File: config.mk
export PLATFORM = sky130hd
export DESIGN_NAME = skwp_mod
export DESIGN_NICKNAME = d
export VERILOG_FILES = /design/src/hw/rtl/skwp_mod.sv
export SDC_FILE = /design/constraint.sdc
export NUM_CORES = 1
export LEC_CHECK = 0
export BUFFER_PORTS_ARGS = -buffer_cell sky130_fd_sc_hd__buf_2
export CAP_MARGIN = 0
export CORE_ASPECT_RATIO = 1.4
export CORE_UTILIZATION = 50
export CTS_BUF_LIST = sky130_fd_sc_hd__clkbuf_4
export DETAILED_ROUTE_END_ITERATION = 8
export GPL_ROUTABILITY_DRIVEN = 0
export PLACE_DENSITY_LB_ADDON = 0.15
export REMOVE_ABC_BUFFERS = 1
export SLEW_MARGIN = 20
export SYNTH_ARGS = -nofsm -noshare
export SYNTH_HDL_FRONTEND = slang
export SYNTH_SLANG_ARGS = --single-unit
File: constraint.sdc
create_clock -name i_clk -period 3.3 [get_ports i_clk]
set_input_delay 0 -clock i_clk [delete_from_list [all_inputs] [get_ports i_clk]]
set_output_delay 0 -clock i_clk [all_outputs]
set_load 0.01 [all_outputs]
File: src/hw/rtl/skwp_mod.sv
module skwp_mod #(
    parameter int DVD_W = 32,
    parameter int DVS_W = 27
) (
    input  logic             i_clk,
    input  logic             i_rst_n,
    input  logic             i_start,
    input  logic [DVD_W-1:0] i_dividend,
    input  logic [DVS_W-1:0] i_divisor,
    output logic             o_done,
    output logic [DVS_W-1:0] o_rem
);

    localparam int CntW = $clog2(DVD_W + 1);

    logic            r_busy;
    logic            r_done;
    logic [CntW-1:0] r_cnt;
    logic [DVD_W-1:0] r_dvd;
    logic [DVS_W-1:0] r_dvs;
    logic [DVS_W-1:0] r_rem;

    logic [DVS_W:0]   w_trial;
    logic [DVS_W:0]   w_diff;
    logic [DVS_W-1:0] w_next;

    // restoring remainder, one dividend bit a cycle
    assign w_trial = {r_rem, r_dvd[DVD_W-1]};
    assign w_diff  = w_trial - {1'b0, r_dvs};
    assign w_next  = (w_trial >= {1'b0, r_dvs}) ? w_diff[DVS_W-1:0] : w_trial[DVS_W-1:0];

    always_ff @(posedge i_clk) begin
        if (!i_rst_n) begin
            r_busy <= 1'b0;
            r_done <= 1'b0;
            r_cnt  <= '0;
        end else begin
            r_done <= 1'b0;
            if (i_start) begin
                r_busy <= 1'b1;
                r_cnt  <= CntW'(DVD_W);
                r_dvd  <= i_dividend;
                r_dvs  <= i_divisor;
                r_rem  <= '0;
            end else if (r_busy) begin
                r_rem <= w_next;
                r_dvd <= {r_dvd[DVD_W-2:0], 1'b0};
                r_cnt <= r_cnt - CntW'(1);
                if (r_cnt == CntW'(1)) begin
                    r_busy <= 1'b0;
                    r_done <= 1'b1;
                end
            end
        end
    end

    assign o_done = r_done;
    assign o_rem  = r_rem;

endmodule

==> run summary <==
Largest net degree at the start of global routing = 54
Final setup viols = 0
Remaining antenna violation count = 0
VDD IR max = 0.324 mV
Top delay family on crit path = compound AO/OA/AOI/OAI gates
Initial antenna violation count = 1
YS warnings = 0
Vias in the first global route = 4269
Root buffer cell = clkbuf_4
Worst Path Arrival = 3.49 ns
Site row count = 43
Total global routing track utilization = 0.236
RR Startpoint = o_rem[1]
Post-CTS Setup Inserts = 0
Area delta synth->final = 28.3%
Nets = 733
Worst slew pin tran = 0.797 ns
Post-synth EDFFs = 86
CP max-delay cell = a2111oi_2
Synth area leaders = edfxtp_1 49%, ha_1 6.9%, mux2_2 6.7%
Wire per inst = 15.6 um
Clock Latency Late Sink = 0.47 ns
Worst path bufs/invs = 0
Crit path capture = o_rem[23]
Number of cells on the critical path = 9
Starting Density = 0.522
Hold crit path type = in2reg
Die X = 88.4 um
Mapped Avg Cell Area = 11.0 um2
Crit-path cells = ha_1 > nand3_1 > o21bai_1 > a21oi_1 > o211ai_1 > a2111oi_2 > o211ai_1 > a2111o_1 > o311ai_0
Worst path max stage delay = 0.61 ns
Clk buf depth = 2
Worst reg2reg endpoint = o_rem[23]
Initial DRT Pass Iterations = 4
Top-count cell post-synth = edfxtp_1
Post-synthesis cell count = 474
DP HPWL = 8190 um
Layout cells sized above 1 = 0.259
Vias post-DR = 4135
Cells on worst reg2reg path = 9
CTS buffer count = 9
Final Max Tran Viols = 0
Hold depth = 2
CTS tree = built
Critical path launch point type = flip-flop
# port buffers = 89
Post-Syn Area = 5230 um2
Post-synth top flop = edfxtp_1
First-pass GRT wire length = 19300 um
Max_slew headroom = 0.469
Crit-path most repeated cell = o211ai_1
Leakage = 2.82 nW
CP required = 3.56 ns
Post-placement cell count = 703
Max cap viols = 0
Hold Vio Cnt, Final = 0
Total Wirelength = 12200 um
Fin crit period = 3.23 ns
Worst Path Max Fanout = 4
Yosys reg bits = 94
Post-DR vias/cell = 5.29
CORE AREA = 10000 um2
Fraction of registers with async set/reset = 0
Total power = 3.04 mW
Clock transition at path regs = 0.15 ns
Die area = 10900 um2
CTS sink count = 94
Final global-route overflow total = 0
Final cell count without fillers = 782
CTS HTree Levels = 3
Tcrit/Tclk final = 0.980
Sequential element share of the synthesized area = 0.525
Post-synthesis cell type count = 55
PwrDens = 454 nW/um2
I/O pin count = 90
Initial DRC count = 224
# DRC = 0
Critical path origin = o_rem[1]
R2r setup slk = 0.07 ns
Synth cell count leaders = 86 x edfxtp_1, 60 x nand2_1, 44 x a21oi_1, 37 x inv_1, 31 x mux2_2
Setup Crit Path Kind = reg2reg
Yosys top cell by area = edfxtp_1
CP Capture Type = flip-flop
Die H = 123 um
Clock Skew = 0.0219 ns
Synth top area share = 0.494
F_max = 0.309 GHz
Outcome = complete, no violations
## power breakdown
| part | total (mW) | switching (mW) | internal [mW] |
|---|---|---|---|
| Clock | 0.568 | 0.406 | 0.163 |
| Combinational | 0.993 | 0.544 | 0.449 |
| Sequential | 1.48 | 0.0518 | 1.43 |
| Total | 3.04 | 1.00 | 2.04 |
## per-layer routing
layer	routed length (um)	vias up	GRT usage
met5	0	-	0
met4	291	0	0.122
met3	547	22	0.0374
met2	6540	105	0.435
met1	4820	1941	0.255
li1	-	2067	-
## metrics by stage
| stage | area [um2] | utilization | setup slack [ns] | hold slack [ns] | TNS [ns] |
|---|---|---|---|---|---|
| global placement | 5940 | 0.594 | 0.155 | 0.176 | 0 |
| finish | 6700 | 0.670 | 0.0660 | 0.227 | 0 |
| global route | 6700 | 0.670 | -0.0368 | 0.221 | -0.0368 |
| floorplan | 5160 | - | 0.175 | 0.0989 | 0 |
| CTS | 6680 | 0.668 | 0.103 | 0.201 | 0 |
| detailed placement | 5940 | 0.594 | -0.0108 | 0.178 | -0.0170 |
## repair_timing
| action | 4_1_cts | 5_1_grt |
|---|---|---|
| gates resized for setup | 2 | 3 |
| setup endpoints to repair | 13 | 22 |
| hold endpoints to repair | 67 | 0 |
| hold buffers | 62 | 0 |
## registers in the layout, indices dropped and copies added (netlist names)
signal,cells
r_busy,1
r_cnt,6
r_dvd,32
r_dvs,27
o_rem,27
o_done,1
## worst min-delay path by stage
stage | startpoint | end | slack (ns)
finish | i_divisor[25] | r_dvs[25] | 0.23
global route | i_divisor[19] | r_dvs[19] | 0.22
CTS | i_divisor[22] | r_dvs[22] | 0.20
detailed placement | i_divisor[18] | r_dvs[18] | 0.18
global placement | i_divisor[6] | r_dvs[6] | 0.18
floorplan | i_divisor[0] | r_dvs[0] | 0.1
## area by class of cell
| type | count | area, um2 |
|---|---|---|
| flip-flops and latches | 94 | 2740 |
| repair buffers | 171 | 1230 |
| well taps | 135 | 169 |
| inverters | 37 | 139 |
| clock inverters | 6 | 38.8 |
| fillers | 810 | 3300 |
| clock buffers | 10 | 75.1 |
| multi-input cells | 328 | 2310 |
| diodes | 1 | 2.50 |
## worst register-to-register path: cells and delay by family, from the launching register on
kind / cells / cell delay, ns
AO/OA/AOI/OAI: 7 / 2.05
flip-flops: 1 / 0.48
adder cells (fa/ha/maj): 1 / 0.39
AND/OR/NAND/NOR: 1 / 0.10
## cell usage in the layout (no fill, tap or decap), drive strengths merged, types with 4 or more instances in the layout
cell type	Yosys	layout
mux2	31	31
xor2	9	9
ha	29	29
edfxtp	86	86
a211oi	9	9
nand2b	4	4
buf	7	109
xnor2	10	10
o211ai	4	4
dfxtp	8	8
a21oi	44	44
nand3	9	9
clkinv	0	4
a21o	7	7
dlygate4sd3	0	62
o21ai	16	16
nor3	8	8
nor2b	6	6
nor2	26	26
clkbuf	8	10
nand2	60	60
inv	37	38
o21a	8	8
o21bai	4	4
## kinds of logic after synthesis
| family | synth area share |
|---|---|
| simple gates | 0.128 |
| buf+inv | 0.0386 |
| xor+xnor | 0.0318 |
| flops | 0.525 |
| compound gates | 0.137 |
| fa+ha+maj | 0.0733 |
| mux | 0.0668 |
No activity file was read; power rests on OpenSTA's default activity.
